File: src/rtl/tccs_pkg.sv
// Shared types and constants of the text console cursor and scroll engine.
`default_nettype none

package tccs_pkg;

    // Cell indexes, cursor and display start are all 14-bit cell numbers.
    localparam int CELL_W = 14;

    // Attribute byte that the default colour register holds after reset.
    localparam logic [7:0] DEFAULT_COLOR_RST = 8'd7;

    // Character codes with a meaning of their own.
    localparam logic [7:0] CH_NEWLINE   = 8'd10;
    localparam logic [7:0] CH_BACKSPACE = 8'd8;
    localparam logic [7:0] CH_SPACE     = 8'd32;

    // Command codes on the input channel.
    localparam logic [2:0] CMD_PUT_CHAR    = 3'd0;
    localparam logic [2:0] CMD_GOTO        = 3'd1;
    localparam logic [2:0] CMD_SET_COLOR   = 3'd2;
    localparam logic [2:0] CMD_RESET_COLOR = 3'd3;
    localparam logic [2:0] CMD_CLEAR       = 3'd4;
    localparam logic [2:0] CMD_SCROLL_UP   = 3'd5;
    localparam logic [2:0] CMD_SCROLL_DOWN = 3'd6;

    // Decoded operations handed from the front end to the execution end.
    typedef enum logic [3:0] {
        OP_NOP,
        OP_NEWLINE,
        OP_BACKSPACE,
        OP_PRINT,
        OP_GOTO,
        OP_SET_ATTR,
        OP_RESET_ATTR,
        OP_CLEAR,
        OP_SCROLL_UP,
        OP_SCROLL_DOWN
    } op_t;

    // One decoded command: the operation, its byte operand (character or
    // attribute) and the goto target cell.
    typedef struct packed {
        op_t               op;
        logic [7:0]        data;
        logic [CELL_W-1:0] target;
    } item_t;

    // One result of the block.
    typedef struct packed {
        logic              clear_request;
        logic [CELL_W-1:0] display_start;
        logic [CELL_W-1:0] cursor_pos;
        logic [7:0]        write_attr;
        logic [7:0]        write_char;
        logic [CELL_W-1:0] write_cell;
        logic              write_enable;
    } result_t;

endpackage

`default_nettype wire

File: src/rtl/tccs_front.sv
// Command decoder: classifies commands and resolves goto targets.
`default_nettype none

module tccs_front #(
    parameter int WIDTH  = 80,
    parameter int HEIGHT = 25,
    parameter int CELLS  = 16384
) (
    input  logic                    [2:0] cmd,
    input  logic                    [7:0] char_code,
    input  logic signed             [7:0] col,
    input  logic signed             [7:0] row,
    input  logic                    [7:0] attr_value,
    output tccs_pkg::item_t               item,
    output logic [$clog2((CELLS+WIDTH-1)/WIDTH)-1:0] goto_row,
    output logic [$clog2(WIDTH)-1:0]      goto_col
);

    localparam int ROWS_CEIL = (CELLS + WIDTH - 1) / WIDTH;
    localparam int ROW_W     = $clog2(ROWS_CEIL);
    localparam int COL_W     = $clog2(WIDTH);
    localparam int POS_W     = $clog2(HEIGHT * WIDTH + CELLS);
    localparam int LAST_ROW  = (CELLS - 1) / WIDTH;
    localparam int LAST_COL  = (CELLS - 1) % WIDTH;

    logic [COL_W-1:0] x_clamped;
    logic [6:0]       y_clamped;
    logic [POS_W-1:0] pos;
    logic             pos_saturated;

    // Clamp the goto coordinates to the screen.
    always_comb begin
        if (col[7]) begin
            x_clamped = '0;
        end else if (int'(col[6:0]) > WIDTH - 1) begin
            x_clamped = COL_W'(WIDTH - 1);
        end else begin
            x_clamped = COL_W'(col[6:0]);
        end

        if (row[7]) begin
            y_clamped = '0;
        end else if (int'(row[6:0]) > HEIGHT - 1) begin
            y_clamped = 7'(HEIGHT - 1);
        end else begin
            y_clamped = row[6:0];
        end
    end

    assign pos           = POS_W'(y_clamped) * POS_W'(WIDTH) + POS_W'(x_clamped);
    assign pos_saturated = pos > POS_W'(CELLS - 1);

    always_comb begin
        item.op   = tccs_pkg::OP_NOP;
        item.data = char_code;

        if (pos_saturated) begin
            item.target = tccs_pkg::CELL_W'(CELLS - 1);
            goto_row    = ROW_W'(LAST_ROW);
            goto_col    = COL_W'(LAST_COL);
        end else begin
            item.target = pos[tccs_pkg::CELL_W-1:0];
            goto_row    = ROW_W'(y_clamped);
            goto_col    = x_clamped;
        end

        unique case (cmd)
            tccs_pkg::CMD_PUT_CHAR: begin
                priority if (char_code == tccs_pkg::CH_NEWLINE) begin
                    item.op = tccs_pkg::OP_NEWLINE;
                end else if (char_code == tccs_pkg::CH_BACKSPACE) begin
                    item.op = tccs_pkg::OP_BACKSPACE;
                end else begin
                    item.op = tccs_pkg::OP_PRINT;
                end
            end
            tccs_pkg::CMD_GOTO:        item.op = tccs_pkg::OP_GOTO;
            tccs_pkg::CMD_SET_COLOR: begin
                item.op   = tccs_pkg::OP_SET_ATTR;
                item.data = attr_value;
            end
            tccs_pkg::CMD_RESET_COLOR: item.op = tccs_pkg::OP_RESET_ATTR;
            tccs_pkg::CMD_CLEAR:       item.op = tccs_pkg::OP_CLEAR;
            tccs_pkg::CMD_SCROLL_UP:   item.op = tccs_pkg::OP_SCROLL_UP;
            tccs_pkg::CMD_SCROLL_DOWN: item.op = tccs_pkg::OP_SCROLL_DOWN;
            default:                   item.op = tccs_pkg::OP_NOP;
        endcase
    end

endmodule

`default_nettype wire

File: src/rtl/tccs_queue.sv
// Two-entry queue between the command decoder and the execution end.
`default_nettype none

module tccs_queue #(
    parameter int DATA_W = 8
) (
    input  logic              aclk,
    input  logic              aresetn,
    input  logic              wr_valid,
    output logic              wr_ready,
    input  logic [DATA_W-1:0] wr_data,
    output logic              rd_valid,
    input  logic              rd_pop,
    output logic [DATA_W-1:0] rd_data
);

    logic [DATA_W-1:0] entry_reg [2];
    logic [1:0]        count_reg, count_next;
    logic              wr_ptr_reg, rd_ptr_reg;
    logic              push, pop;

    assign wr_ready   = count_reg != 2'd2;
    assign rd_valid   = count_reg != 2'd0;
    assign rd_data    = entry_reg[rd_ptr_reg];
    assign push       = wr_valid && wr_ready;
    assign pop        = rd_pop && rd_valid;
    assign count_next = count_reg + 2'(push) - 2'(pop);

    always_ff @(posedge aclk) begin
        if (!aresetn) begin
            count_reg  <= 2'd0;
            wr_ptr_reg <= 1'b0;
            rd_ptr_reg <= 1'b0;
        end else begin
            count_reg <= count_next;
            if (push) begin
                wr_ptr_reg <= ~wr_ptr_reg;
            end
            if (pop) begin
                rd_ptr_reg <= ~rd_ptr_reg;
            end
        end
    end

    always_ff @(posedge aclk) begin
        if (push) begin
            entry_reg[wr_ptr_reg] <= wr_data;
        end
    end

endmodule

`default_nettype wire

File: src/rtl/tccs_back.sv
// Execution end: cursor, display start and attribute state plus the result register.
`default_nettype none

module tccs_back #(
    parameter int WIDTH  = 80,
    parameter int HEIGHT = 25,
    parameter int CELLS  = 16384
) (
    input  logic                    aclk,
    input  logic                    aresetn,
    input  logic                    cfg_wr_en,
    input  logic [7:0]              cfg_wr_data,
    input  logic                    q_valid,
    input  tccs_pkg::item_t         q_item,
    input  logic [$clog2((CELLS+WIDTH-1)/WIDTH)-1:0] q_row,
    input  logic [$clog2(WIDTH)-1:0] q_col,
    output logic                    q_pop,
    input  logic                    m_tready,
    output logic                    m_tvalid,
    output tccs_pkg::result_t       m_result
);

    localparam int ROWS_CEIL = (CELLS + WIDTH - 1) / WIDTH;
    localparam int ROW_W     = $clog2(ROWS_CEIL);
    localparam int COL_W     = $clog2(WIDTH);
    localparam int SUM_W     = $clog2(HEIGHT * WIDTH + CELLS) + 1;
    localparam int RCMP_W    = $clog2(ROWS_CEIL + HEIGHT) + 1;
    localparam int CW        = tccs_pkg::CELL_W;

    logic [CW-1:0]    cursor_reg, cursor_next;
    logic [ROW_W-1:0] row_reg, row_next;
    logic [COL_W-1:0] col_reg, col_next;
    logic [CW-1:0]    start_reg, start_next;
    logic [ROW_W-1:0] srow_reg, srow_next;
    logic [7:0]       attr_reg, attr_next;
    logic [7:0]       default_reg;
    logic             m_valid_reg;
    tccs_pkg::result_t res_reg, res;

    logic              scroll_check;
    logic [SUM_W-1:0]  window_end;
    logic [SUM_W-1:0]  line_base;
    logic [RCMP_W-1:0] row_ext, limit_ext;

    assign q_pop    = q_valid && (!m_valid_reg || m_tready);
    assign m_tvalid = m_valid_reg;
    assign m_result = res_reg;

    always_comb begin
        cursor_next  = cursor_reg;
        row_next     = row_reg;
        col_next     = col_reg;
        start_next   = start_reg;
        srow_next    = srow_reg;
        attr_next    = attr_reg;
        scroll_check = 1'b0;
        res          = '0;
        window_end   = SUM_W'(start_reg) + SUM_W'(HEIGHT * WIDTH);

        unique case (q_item.op)
            tccs_pkg::OP_NEWLINE: begin
                scroll_check = 1'b1;
                if (cursor_reg < CW'(CELLS - WIDTH)) begin
                    cursor_next = cursor_reg - CW'(col_reg) + CW'(WIDTH);
                    row_next    = row_reg + ROW_W'(1);
                    col_next    = '0;
                end
            end
            tccs_pkg::OP_BACKSPACE: begin
                scroll_check = 1'b1;
                if (cursor_reg != '0) begin
                    cursor_next = cursor_reg - CW'(1);
                    if (col_reg == '0) begin
                        col_next = COL_W'(WIDTH - 1);
                        row_next = row_reg - ROW_W'(1);
                    end else begin
                        col_next = col_reg - COL_W'(1);
                    end
                    res.write_enable = 1'b1;
                    res.write_cell   = cursor_reg - CW'(1);
                    res.write_char   = tccs_pkg::CH_SPACE;
                    res.write_attr   = attr_reg;
                end
            end
            tccs_pkg::OP_PRINT: begin
                scroll_check = 1'b1;
                if (cursor_reg < CW'(CELLS - 1)) begin
                    cursor_next = cursor_reg + CW'(1);
                    if (col_reg == COL_W'(WIDTH - 1)) begin
                        col_next = '0;
                        row_next = row_reg + ROW_W'(1);
                    end else begin
                        col_next = col_reg + COL_W'(1);
                    end
                    res.write_enable = 1'b1;
                    res.write_cell   = cursor_reg;
                    res.write_char   = q_item.data;
                    res.write_attr   = attr_reg;
                end
            end
            tccs_pkg::OP_GOTO: begin
                cursor_next = q_item.target;
                row_next    = q_row;
                col_next    = q_col;
            end
            tccs_pkg::OP_SET_ATTR:   attr_next = q_item.data;
            tccs_pkg::OP_RESET_ATTR: attr_next = default_reg;
            tccs_pkg::OP_CLEAR: begin
                cursor_next       = '0;
                row_next          = '0;
                col_next          = '0;
                start_next        = '0;
                srow_next         = '0;
                res.clear_request = 1'b1;
            end
            tccs_pkg::OP_SCROLL_UP: begin
                if (start_reg != '0) begin
                    start_next = start_reg - CW'(WIDTH);
                    srow_next  = srow_reg - ROW_W'(1);
                end
            end
            tccs_pkg::OP_SCROLL_DOWN: begin
                if (window_end < SUM_W'(CELLS)) begin
                    start_next = start_reg + CW'(WIDTH);
                    srow_next  = srow_reg + ROW_W'(1);
                end
            end
            tccs_pkg::OP_NOP: begin
            end
            default: begin
            end
        endcase

        // When the cursor row falls below the window, the window moves so
        // that the cursor row becomes its last row. That row never lies past
        // the last row of the buffer, so no further limit applies.
        row_ext   = RCMP_W'(row_next);
        limit_ext = RCMP_W'(srow_reg) + RCMP_W'(HEIGHT);
        line_base = SUM_W'(cursor_next) - SUM_W'(col_next)
                    - SUM_W'((HEIGHT - 1) * WIDTH);
        if (scroll_check && row_ext >= limit_ext) begin
            srow_next  = row_next - ROW_W'(HEIGHT - 1);
            start_next = line_base[CW-1:0];
        end

        res.cursor_pos    = cursor_next;
        res.display_start = start_next;
    end

    always_ff @(posedge aclk) begin
        if (!aresetn) begin
            cursor_reg  <= CW'(WIDTH * 4);
            row_reg     <= ROW_W'(4);
            col_reg     <= '0;
            start_reg   <= '0;
            srow_reg    <= '0;
            attr_reg    <= tccs_pkg::DEFAULT_COLOR_RST;
            default_reg <= tccs_pkg::DEFAULT_COLOR_RST;
            m_valid_reg <= 1'b0;
        end else begin
            if (q_pop) begin
                cursor_reg <= cursor_next;
                row_reg    <= row_next;
                col_reg    <= col_next;
                start_reg  <= start_next;
                srow_reg   <= srow_next;
                attr_reg   <= attr_next;
            end
            if (cfg_wr_en) begin
                default_reg <= cfg_wr_data;
            end
            if (q_pop) begin
                m_valid_reg <= 1'b1;
            end else if (m_tready) begin
                m_valid_reg <= 1'b0;
            end
        end
    end

    always_ff @(posedge aclk) begin
        if (q_pop) begin
            res_reg <= res;
        end
    end

endmodule

`default_nettype wire

File: src/rtl/text_console_cursor_scroll_core.sv
// Top level of the text console cursor and scroll engine.
//
// The input stream carries one console command per transfer: s_tuser holds
// the command code and s_tdata its operands. Every command yields exactly one
// result transfer on the output stream, in order, describing an optional
// cell write, the cursor and display start after the command, and a clear
// request. The default colour register is to be written via cfg_wr_en and
// cfg_wr_data only while no command is in flight; the block does not enforce it.
//
// A decoder classifies each command and resolves goto targets (one constant
// multiply), a two-entry queue follows, and the execution end updates the
// cursor, window and attribute state and registers the result. Each command
// passes through the queue and the result register before its result is on
// m_tdata. One command per cycle is sustained while the receiver takes the
// results, since the state update including auto-scroll is combinational on
// row and column counters kept beside the cursor.
//
// Synchronous reset puts the cursor four rows in, the display start at cell
// zero and the attribute and default colour at 7. When the receiver stalls,
// the result register holds, the queue fills up to its two entries and then
// s_tready stays low until the receiver takes the waiting result.
`default_nettype none

module text_console_cursor_scroll_core #(
    parameter int WIDTH  = 80,
    parameter int HEIGHT = 25,
    parameter int CELLS  = 16384
) (
    input  logic        aclk,
    input  logic        aresetn,
    // Default colour register.
    input  logic        cfg_wr_en,
    input  logic [7:0]  cfg_wr_data,
    // Command stream.
    input  logic        s_tvalid,
    output logic        s_tready,
    // s_tdata, from bit 0: char_code[7:0], col[15:8], row[23:16], attr_value[31:24]
    input  logic [31:0] s_tdata,
    // s_tuser: cmd[2:0]
    input  logic [2:0]  s_tuser,
    // Result stream.
    output logic        m_tvalid,
    input  logic        m_tready,
    // m_tdata, from bit 0: write_enable[0], write_cell[14:1], write_char[22:15],
    // write_attr[30:23], cursor_pos[44:31], display_start[58:45],
    // clear_request[59], zero fill[63:60]
    output logic [63:0] m_tdata
);

    localparam int ROW_W  = $clog2((CELLS + WIDTH - 1) / WIDTH);
    localparam int COL_W  = $clog2(WIDTH);
    localparam int ITEM_W = $bits(tccs_pkg::item_t);
    localparam int Q_W    = COL_W + ROW_W + ITEM_W;

    tccs_pkg::item_t   dec_item, q_item;
    logic [ROW_W-1:0]  dec_row, q_row;
    logic [COL_W-1:0]  dec_col, q_col;
    logic [Q_W-1:0]    q_rd_data;
    logic              q_valid, q_pop;
    tccs_pkg::result_t result;

    tccs_front #(
        .WIDTH  (WIDTH),
        .HEIGHT (HEIGHT),
        .CELLS  (CELLS)
    ) u_front (
        .cmd        (s_tuser),
        .char_code  (s_tdata[7:0]),
        .col        ($signed(s_tdata[15:8])),
        .row        ($signed(s_tdata[23:16])),
        .attr_value (s_tdata[31:24]),
        .item       (dec_item),
        .goto_row   (dec_row),
        .goto_col   (dec_col)
    );

    tccs_queue #(
        .DATA_W (Q_W)
    ) u_queue (
        .aclk     (aclk),
        .aresetn  (aresetn),
        .wr_valid (s_tvalid),
        .wr_ready (s_tready),
        .wr_data  ({dec_col, dec_row, dec_item}),
        .rd_valid (q_valid),
        .rd_pop   (q_pop),
        .rd_data  (q_rd_data)
    );

    assign q_item = q_rd_data[ITEM_W-1:0];
    assign q_row  = q_rd_data[ITEM_W +: ROW_W];
    assign q_col  = q_rd_data[ITEM_W + ROW_W +: COL_W];

    tccs_back #(
        .WIDTH  (WIDTH),
        .HEIGHT (HEIGHT),
        .CELLS  (CELLS)
    ) u_back (
        .aclk        (aclk),
        .aresetn     (aresetn),
        .cfg_wr_en   (cfg_wr_en),
        .cfg_wr_data (cfg_wr_data),
        .q_valid     (q_valid),
        .q_item      (q_item),
        .q_row       (q_row),
        .q_col       (q_col),
        .q_pop       (q_pop),
        .m_tready    (m_tready),
        .m_tvalid    (m_tvalid),
        .m_result    (result)
    );

    // The result struct is declared from its last field down, so its packed
    // form already has write_enable in the lowest bit.
    assign m_tdata = {4'd0, result};

`ifndef SYNTHESIS
    // A clear returns cursor and window to the origin and writes no cell.
    assert property (@(posedge aclk) disable iff (!aresetn)
        m_tvalid && result.clear_request |->
            result.cursor_pos == '0 && result.display_start == '0 &&
            !result.write_enable)
        else $error("clear result with cursor, window or write set");

    // A written cell is always the new cursor cell or the one just before it.
    assert property (@(posedge aclk) disable iff (!aresetn)
        m_tvalid && result.write_enable |->
            result.write_cell == result.cursor_pos ||
            result.write_cell + 14'd1 == result.cursor_pos)
        else $error("written cell not next to the cursor");

    // Without a write the write fields read as zero.
    assert property (@(posedge aclk) disable iff (!aresetn)
        m_tvalid && !result.write_enable |->
            result.write_cell == '0 && result.write_char == '0 &&
            result.write_attr == '0)
        else $error("write fields set on a result without a write");

    // The queue only refuses commands while the execution end is stalled.
    assert property (@(posedge aclk) disable iff (!aresetn)
        !s_tready |-> q_valid && m_tvalid)
        else $error("command stream stalled while the result path is free");
`endif

endmodule

`default_nettype wire

File: config.mk
export PLATFORM = sky130hd
export DESIGN_NAME = text_console_cursor_scroll_core
export DESIGN_NICKNAME = d
export VERILOG_FILES = /design/src/rtl/tccs_pkg.sv /design/src/rtl/tccs_front.sv /design/src/rtl/tccs_queue.sv /design/src/rtl/tccs_back.sv /design/src/rtl/text_console_cursor_scroll_core.sv
export SDC_FILE = /design/constraint.sdc
export NUM_CORES = 1
export LEC_CHECK = 0
export ABC_AREA = 1
export BUFFER_PORTS_ARGS = -buffer_cell sky130_fd_sc_hd__buf_2
export CAP_MARGIN = 20
export CORE_AREA = 3 3 181 183
export CTS_CLUSTER_SIZE = 40
export DETAILED_ROUTE_END_ITERATION = 16
export DIE_AREA = 0 0 184 186
export GPL_ROUTABILITY_DRIVEN = 1
export PLACE_DENSITY_LB_ADDON = 0.25
export SKIP_LAST_GASP = 1
export SLEW_MARGIN = 30
export SYNTH_ARGS = -nofsm -noshare
export SYNTH_HDL_FRONTEND = slang
export SYNTH_SLANG_ARGS = --single-unit
File: constraint.sdc
create_clock -name aclk -period 5.3 [get_ports aclk]
set_input_delay 0.265 -clock aclk [delete_from_list [all_inputs] [get_ports aclk]]
set_output_delay 0.265 -clock aclk [all_outputs]
set_load 0.005 [all_outputs]
==> results of run 1 <==
cell usage in the layout (no fill, tap or decap), drive strengths merged, types with 3 or more instances in the layout:
cell / synthesis / layout
a211oi: 3 / 3
a21oi: 145 / 145
a221oi: 6 / 6
a31oi: 9 / 9
buf: 15 / 129
clkbuf: 29 / 30
clkinv: 3 / 13
clkinvlp: 0 / 4
conb: 1 / 13
dfxtp: 73 / 73
dlygate4sd3: 0 / 8
edfxtp: 134 / 134
fa: 5 / 5
ha: 95 / 95
inv: 233 / 232
mux2: 8 / 8
mux2i: 4 / 4
nand2: 349 / 349
nand3: 101 / 101
nand4: 19 / 19
nor2: 170 / 170
nor3: 22 / 22
nor4: 6 / 6
o2111ai: 3 / 3
o211ai: 23 / 23
o21a: 5 / 5
o21ai: 130 / 130
o221ai: 4 / 4
o22ai: 5 / 5
o31ai: 7 / 7
or2: 9 / 9
xnor2: 13 / 13
xor2: 26 / 26
final timing paths:
check	from	to	slack [ps]	depth (start not counted)
setup reg to reg	u_back.cursor_reg[11]$_SDFFE_PN0P_	u_back.m_result[58]$_DFFE_PP_	500	25
hold / removal	s_tdata[30]	u_queue.entry_reg[0][20]$_DFFE_PP_	60	2
setup / recovery	u_back.cursor_reg[11]$_SDFFE_PN0P_	u_back.m_result[58]$_DFFE_PP_	500	25
hold reg to reg	u_back.default_reg[0]$_SDFFE_PN1P_	u_back.default_reg[0]$_SDFFE_PN1P_	460	2
cell families after synthesis:
| group | after synthesis |
|---|---|
| compound gates | 354 |
| xor+xnor | 39 |
| fa+ha+maj | 100 |
| buf+inv | 280 |
| flops | 207 |
| mux | 12 |
| other cells | 1 |
| simple gates | 681 |
metal layers:
metal,wire [µm],share of wire,vias to the layer above
li1,-,-,5907
met1,18100,0.47,5547
met2,16960,0.44,369
met3,2621,0.068,60
met4,888,0.023,0
met5,0,0,-
cell usage after synthesis, types with 3 or more instances:
cell       count
dfxtp_1       73
mux2_2         8
o221ai_1       4
buf_4          5
nand4_1       18
a221oi_1       6
nand3_1       96
nand2_1      331
nor2_4         7
nor4_1         4
o31ai_1        7
clkbuf_1      29
or2_2          9
ha_1          95
o211ai_1      22
fa_1           5
nor2_1       157
buf_1          4
o21a_1         5
nand2_4        7
buf_2          5
inv_1        214
nand2_2       10
inv_2         16
clkinv_1       3
a31oi_1        9
o22ai_1        5
a21oi_1      143
edfxtp_1     134
o21ai_2        4
xnor2_1       13
a211oi_1       3
o21ai_1       18
nor3_1        22
o2111ai_1      3
nand3_2        3
nor2_8         4
o21ai_0      108
xor2_1        26
mux2i_1        4
cell type report:
class,instances,area [µm²]
clock buffer,30,633.1
clock inverter,14,120.1
fill,3157,15970
inverter,236,897.1
multi-input combinational,1199,6947
sequential,207,5485
tap,402,503.0
timing repair buffer,137,835.8
stage by stage:
step	hold slack [ps]	instance area, µm²	cells
floorplan	387.1	13500	1686
global placement	439.4	14500	2170
CTS	28.39	15420	2225
global route	45.90	15420	2225
detailed placement	442.8	14590	2173
finish	55.56	15420	2225
power by group:
group | switching, µW | internal, µW | total (µW)
Clock | 690 | 902 | 1590
Combinational | 4100 | 2160 | 6250
Sequential | 364 | 2390 | 2760
worst max-delay path, delay by kind of cell (launching register included):
| kind | cells | cell delay (ps) |
|---|---|---|
| buffers and inverters | 2 | 360 |
| flip-flops | 1 | 470 |
| AO/OA/AOI/OAI | 3 | 780 |
| adder cells (fa/ha/maj) | 4 | 1280 |
| AND/OR/NAND/NOR | 16 | 1640 |
what timing repair did:
item | 4_1_cts | 5_1_grt
resized for setup | 0 | 0
hold endpoints to repair | 8 | 0
hold buffers | 8 | 0
==> reports/metrics.csv, run 1 <==
metric,value,unit
xor/xnor cell area share of the yosys netlist,0.02539,
Final #Nets,1953,
CP most frequent cell,nand2_1,
Crit Path Max Fanout,8,
global-route met3 utilization,0.03850,
outcome,finished clean,
min setup slack post-route,495.3,ps
Routed Antenna Nets,0,
share of cells above drive strength 1,0.1388,
multiplexer share of the synthesized area,0.009672,
"Arr. time, crit path",5090,ps
DRT Pass-1 Iters,5,
Rows,65,
Post-CTS Setup Bufs,0,
antenna violations before repair,0,
sum of negative setup slack,0,ps
max incr delay on CP,470,ps
clk root buf,clkbuf_16,
die width,184,µm
final setup skew,18.12,ps
#FFs+latches synth,207,
CP required,5580,ps
LEAKAGE,0.007033,µW
Hold Crit Class,primary input to flip-flop,
Routability Congestion,0.9491,
DR iter-0 viols,899,
sequential-to-total area share from yosys stat,0.4077,
grt met2 use,0.3568,
total power,10600,µW
ANT cells,0,
Final Hold Viols,0,
largest family of logic cells by synthesized area,simple AND/OR/NAND/NOR gates,
Placement Setup Slack,596.7,ps
CTS tree,done,
Longest Clk Path Bufs,3,
Critical Path Sink Type,flip-flop,
ys async rst share,0,
final setup vio count,0,
max cap viols,0,
CTS H-Tree Depth,1,
Final Cycle Share,0.9065,
post-DP HPWL,29.07,mm
Sink Count,207,
Largest register FFs,74,
Die ar.,34220,µm²
Synth cell types,68,
gr busiest metal,met2,
Chip Height,186,µm
PwrDens,687.3,nW/µm²
worst vdd ir,0.3516,mV
area growth from synthesis to layout,14.62,%
clk_lat worst skew,530,ps
synth top area cells,"edfxtp_1 (30%), dfxtp_1 (11%), nand2_1 (9.2%)",
Setup crit start kind,flip-flop,
"Core Util, Final",0.4912,
clock-pin slew on the worst setup and hold paths,60,ps
Post-Synth Simple-Gate Area,0.2304,
met1 GRT Util,0.3168,
core footprint,31390,µm²
first-pass GRT wire length,60.94,mm
PortBufs,109,
total CTS buffers,24,
# DRC,0,
Final Max Slew Viols,0,
total grt overflow,0,
vias after detailed routing,11880,
worst slew pin tran,900.7,ps
Initial Utilization,0.4286,
DR vias/cell,5.341,
fmax,0.2081,GHz
Synth Instances,1674,
Synth Area in Compound Gates,0.1495,
vias in the first global route,11370,
Post-synth EDFFs,134,
Synth Area in Adders,0.09579,
drt total wl,38.56,mm
crit path kind,flip-flop to flip-flop,
slew margin rel.,0.3995,
post-synth top area cell,edfxtp_1,
Mean Syn Cell Area,8.037,µm²
GRT Total Usage,0.2241,
I/O Pins,114,
synth warn,0,
share of the synthesized area in the top cell type,0.2991,
RSZ-0062 raised after global routing,no,
synthesized area,13450,µm²
largest net degree at the start of global routing,69,
Wirelength per Cell,17.33,µm
main flop type after synthesis,edfxtp_1,
Critical-path top delay cell,dfxtp_1,
min cycle time layout,4805,ps
(Power assumes the default switching activity.)
==> run 2, diff against run 1 <==
--- a/config.mk
+++ b/config.mk
@@ -14,6 +14,7 @@
 export DIE_AREA = 0 0 184 186
 export GPL_ROUTABILITY_DRIVEN = 1
 export PLACE_DENSITY_LB_ADDON = 0.25
+export REMOVE_ABC_BUFFERS = 1
 export SKIP_LAST_GASP = 1
 export SLEW_MARGIN = 30
 export SYNTH_ARGS = -nofsm -noshare
==> reports/metrics.csv, run 2 (synthesized netlist as in run 1, its figures left out) <==
metric,value,unit
DR vias/cell,5.376,
Post-CTS Setup Bufs,0,
area growth from synthesis to layout,14.23,%
Placement Setup Slack,550.4,ps
worst vdd ir,0.4099,mV
slew margin rel.,0.4208,
vias after detailed routing,11930,
# DRC,0,
Chip Height,186,µm
outcome,finished clean,
Initial Utilization,0.4286,
antenna violations before repair,0,
ANT cells,0,
core footprint,31390,µm²
drt total wl,38.41,mm
post-cts resize count,0,
Final Max Slew Viols,0,
clk_lat worst skew,540,ps
Final #Nets,1947,
most frequent cells in the layout,"nand2_1 (331), inv_1 (213), nor2_1 (155)",
"Cell Count, Final, Fillers Out",2219,
Longest Clk Path Bufs,3,
final setup skew,16.17,ps
Routed Antenna Nets,0,
Largest register FFs,74,
LEAKAGE,0.007010,µW
CP required,5560,ps
Final Instance Area,15370,µm²
"setup slack, reg-to-reg",460,ps
HP Start,cfg_wr_en,
Crit Path Max Fanout,15,
total grt overflow,0,
PwrDens,692.8,nW/µm²
final setup vio count,0,
max incr delay on CP,420,ps
area post-placement,14520,µm²
share of cells above drive strength 1,0.1392,
"most common cell after layout, fill and taps aside",nand2_1,
crit path kind,flip-flop to flip-flop,
DRT Pass-1 Iters,5,
"Arr. time, crit path",5100,ps
largest net degree at the start of global routing,69,
max cap viols,0,
Critical-path top delay cell,fa_1,
placed cells,2167,
cells on worst reg2reg path,27,
CTS H-Tree Depth,1,
Die ar.,34220,µm²
I/O Pins,114,
clock-pin slew on the worst setup and hold paths,70,ps
Final Hold Viols,0,
Final Cycle Share,0.9134,
Critical Path End,u_back.m_result[58]$_DFFE_PP_,
sum of negative setup slack,0,ps
Rows,65,
die width,184,µm
total CTS buffers,24,
DR iter-0 viols,969,
GRT Total Usage,0.2223,
PortBufs,109,
hold buffer count at cts,8,
min setup slack post-route,458.9,ps
Critical Path Sink Type,flip-flop,
CTS tree,done,
fmax,0.2066,GHz
RSZ-0062 raised after global routing,no,
clk root buf,clkbuf_16,
CP most frequent cell,nand2_1,
Sink Count,207,
Hold Crit Class,primary input to flip-flop,
Wirelength per Cell,17.31,µm
post-DP HPWL,28.66,mm
worst slew pin tran,868.8,ps
min cycle time layout,4841,ps
Critical R2R Launch,u_back.cursor_reg[9]$_SDFFE_PN0P_,
crit path launch,u_back.cursor_reg[9]$_SDFFE_PN0P_,
vias in the first global route,11200,
Setup crit start kind,flip-flop,
total power,10650,µW
reg2reg end,u_back.m_result[58]$_DFFE_PP_,
first-pass GRT wire length,60.31,mm
Routability Congestion,0.9483,
-- run 2: changes by cell type in the layout (fill, tap and decap cells not counted) --
cell        previous run  this run
clkinvlp_4             4         5
clkbuf_1               5         1
inv_8                  0         1
clkinv_1               6         4
inv_6                  1         2
clkinv_2               4         7
buf_16                 3         2
clkbuf_8               1         0
inv_4                  2         3
buf_4                 17        12
-- run 2: worst min path at each step --
stage | to | depth (start not counted)
floorplan | u_back.default_reg[0]$_SDFFE_PN1P_ | 1
CTS | u_back.default_reg[1]$_SDFFE_PN1P_ | 3
finish | u_back.default_reg[0]$_SDFFE_PN1P_ | 3
global route | u_queue.entry_reg[1][20]$_DFFE_PP_ | 2
global placement | u_queue.rd_ptr_reg$_SDFFE_PN0P_ | 1
detailed placement | u_back.default_reg[0]$_SDFFE_PN1P_ | 2
-- run 2: through the flow --
stage / hold slack, ps / utilization
floorplan: 349.1 / -
global placement: 439.0 / 0.4608
detailed placement: 449.5 / 0.4627
CTS: 35.02 / 0.4896
global route: 45.61 / 0.4896
finish: 57.32 / 0.4896
-- run 2: cell type report --
type	count	area [µm²]
fillers	3069	16020
multi-input cells	1199	6947
flip-flops and latches	207	5485
inverters	236	898.4
repair buffers	131	770.7
clock buffers	25	604.3
well taps	402	503.0
clock inverters	19	160.2
-- run 2: metal layers --
metal  track usage  routed length (µm)  vias up
met1        0.3158               17610     5540
li1              -                   -     5889
met2        0.3546               17190      438
met5             0                   0        -
met3       0.03518                2813       62
met4       0.05927                 799        0
-- run 2: critical path, delay by kind of cell (launching register included) --
family / cells / cell delay (ps)
adder cells (fa/ha/maj): 4 / 1220
buffers and inverters: 4 / 680
flip-flops: 1 / 370
AO/OA/AOI/OAI: 3 / 590
AND/OR/NAND/NOR: 16 / 1690
-- run 2: power breakdown --
group | leakage (µW) | switching, µW | internal (µW) | total (µW)
combinational | 0.00474 | 4120 | 2150 | 6270
clock | 0.000366 | 720 | 893 | 1610
sequential | 0.00190 | 371 | 2390 | 2760
==> run 3, diff against run 2 <==
--- a/config.mk
+++ b/config.mk
@@ -13,7 +13,8 @@
 export DETAILED_ROUTE_END_ITERATION = 16
 export DIE_AREA = 0 0 184 186
 export GPL_ROUTABILITY_DRIVEN = 1
-export PLACE_DENSITY_LB_ADDON = 0.25
+export GPL_TIMING_DRIVEN = 0
+export PLACE_DENSITY = 0.6
 export REMOVE_ABC_BUFFERS = 1
 export SKIP_LAST_GASP = 1
 export SLEW_MARGIN = 30
==> constraint.sdc (replaced) <==
create_clock -name aclk -period 5.3 [get_ports aclk]
set_input_delay 0.265 -clock aclk [delete_from_list [all_inputs] [get_ports aclk]]
set_output_delay 0.265 -clock aclk [all_outputs]
set_load 0.1 [all_outputs]
==> reports/metrics.csv, run 3 (synthesized netlist as in run 1, its figures left out) <==
metric,value,unit
min setup slack post-route,335.2,ps
max cap viols,0,
I/O Pins,114,
total grt overflow,0,
CTS H-Tree Depth,1,
crit path kind,flip-flop to flip-flop,
Die ar.,34220,µm²
Routed Antenna Nets,0,
share of cells above drive strength 1,0.1428,
antenna violations before repair,1,
# DRC,0,
Placement Setup Slack,-865.4,ps
outcome,finished clean,
"Arr. time, crit path",5230,ps
largest net degree at the start of global routing,62,
RSZ-0062 raised after global routing,no,
cells on worst reg2reg path,27,
Routability Congestion,0.9072,
clk_lat worst skew,540,ps
Longest Clk Path Bufs,3,
Sink Count,207,
Chip Height,186,µm
GRT Total Usage,0.2122,
post-DP HPWL,27.32,mm
Crit Path Max Fanout,37,
Final #Nets,1951,
sum of negative setup slack,0,ps
Rows,65,
Final Cycle Share,0.9368,
Final Max Slew Viols,0,
final setup skew,24.60,ps
Wirelength per Cell,16.63,µm
area growth from synthesis to layout,15.90,%
Setup crit start kind,flip-flop,
slew margin rel.,0.4599,
total CTS buffers,24,
first-pass GRT wire length,58.54,mm
Largest register FFs,74,
DR vias/cell,5.312,
die width,184,µm
worst hold slack,46.80,ps
vias in the first global route,11040,
Initial Utilization,0.4286,
area post-placement,14580,µm²
worst slew pin tran,807.1,ps
Hold Crit Class,primary input to flip-flop,
most frequent cells in the layout,"nand2_1 (329), inv_1 (208), nor2_1 (155)",
"most common cell after layout, fill and taps aside",nand2_1,
clock-pin slew on the worst setup and hold paths,60,ps
vias after detailed routing,11810,
DRT Pass-1 Iters,5,
min cycle time layout,4965,ps
hold path depth,3,
CP required,5560,ps
PortBufs,109,
CTS tree,done,
drt total wl,36.96,mm
Final Instance Area,15590,µm²
Final Hold Viols,0,
final setup vio count,0,
fmax,0.2014,GHz
ANT cells,0,
DR iter-0 viols,791,
Critical Path Sink Type,flip-flop,
core footprint,31390,µm²
clk root buf,clkbuf_16,
run 3: changes by cell type in the layout (fill, tap and decap cells not counted), sizes merged:
cell      before  now
bufinv         1    3
clkinvlp       5    7
clkinv        14    8
inv          235  228
buf          123  126
clkbuf        25   35
run 3: final timing paths:
kind / startpoint / to / slack (ps)
setup / recovery: flip-flop / u_back.m_result[58]$_DFFE_PP_ / 340
hold reg to reg: u_queue.rd_ptr_reg$_SDFFE_PN0P_ / flip-flop / 450
hold / removal: cfg_wr_en / u_back.default_reg[1]$_SDFFE_PN1P_ / 50
setup reg to reg: flip-flop / u_back.m_result[58]$_DFFE_PP_ / 340
run 3: metrics by stage:
| stage | utilization | instances |
|---|---|---|
| floorplan | - | 1642 |
| global route | 0.4967 | 2223 |
| CTS | 0.4937 | 2217 |
| detailed placement | 0.4644 | 2161 |
| finish | 0.4967 | 2223 |
| global placement | 0.4571 | 2153 |
run 3: routing by layer:
| metal | track usage | wire, µm | vias to the layer above |
|---|---|---|---|
| met2 | 0.3368 | 16460 | 398 |
| met4 | 0.06471 | 1017 | 0 |
| met3 | 0.02912 | 2162 | 69 |
| li1 | - | - | 5909 |
| met1 | 0.3024 | 17320 | 5433 |
| met5 | 0 | 0 | - |
run 3: layout make-up:
class                           instances  area [µm²]
Sequential cell                       207        5490
Clock buffer                           34       669.4
Inverter                              236       937.1
Timing Repair Buffer                  135       902.1
Fill cell                            3042       15800
Tap cell                              402       503.0
Clock inverter                         10       126.4
Multi-Input combinational cell       1199        6965
run 3: critical path, stage by stage (launching register included):
cell       delay (ps)
dfxtp_4           460
buf_16            200
inv_6             140
nand2_1           110
nand2_2            80
nand2_2           160
nor2_8             70
inv_2             180
nor2_1            100
bufinv_8          300
nor2_1             60
a2111oi_0         350
o21ai_1           250
ha_1              330
ha_1              230
fa_1              420
nand3_1            90
nand2_1            70
nand2_1            80
nand2_1            60
a21oi_1           170
nor2_1             80
nor2_1            130
nand3_2           130
nand4_1           130
nand3_1            80
nand3_1           130
nand2_1            80
run 3: what timing repair did:
item / CTS / global route
hold endpoints to repair: 8 / 0
gates resized for setup: 6 / 14
setup buffers: 4 / 6
setup endpoints to repair: 36 / 15
pin swaps: 1 / 2
hold buffers: 8 / 0
Power of run 3 is not shown: default switching activity piles up to over one toggle a cycle in this logic, so the estimate is an artifact.
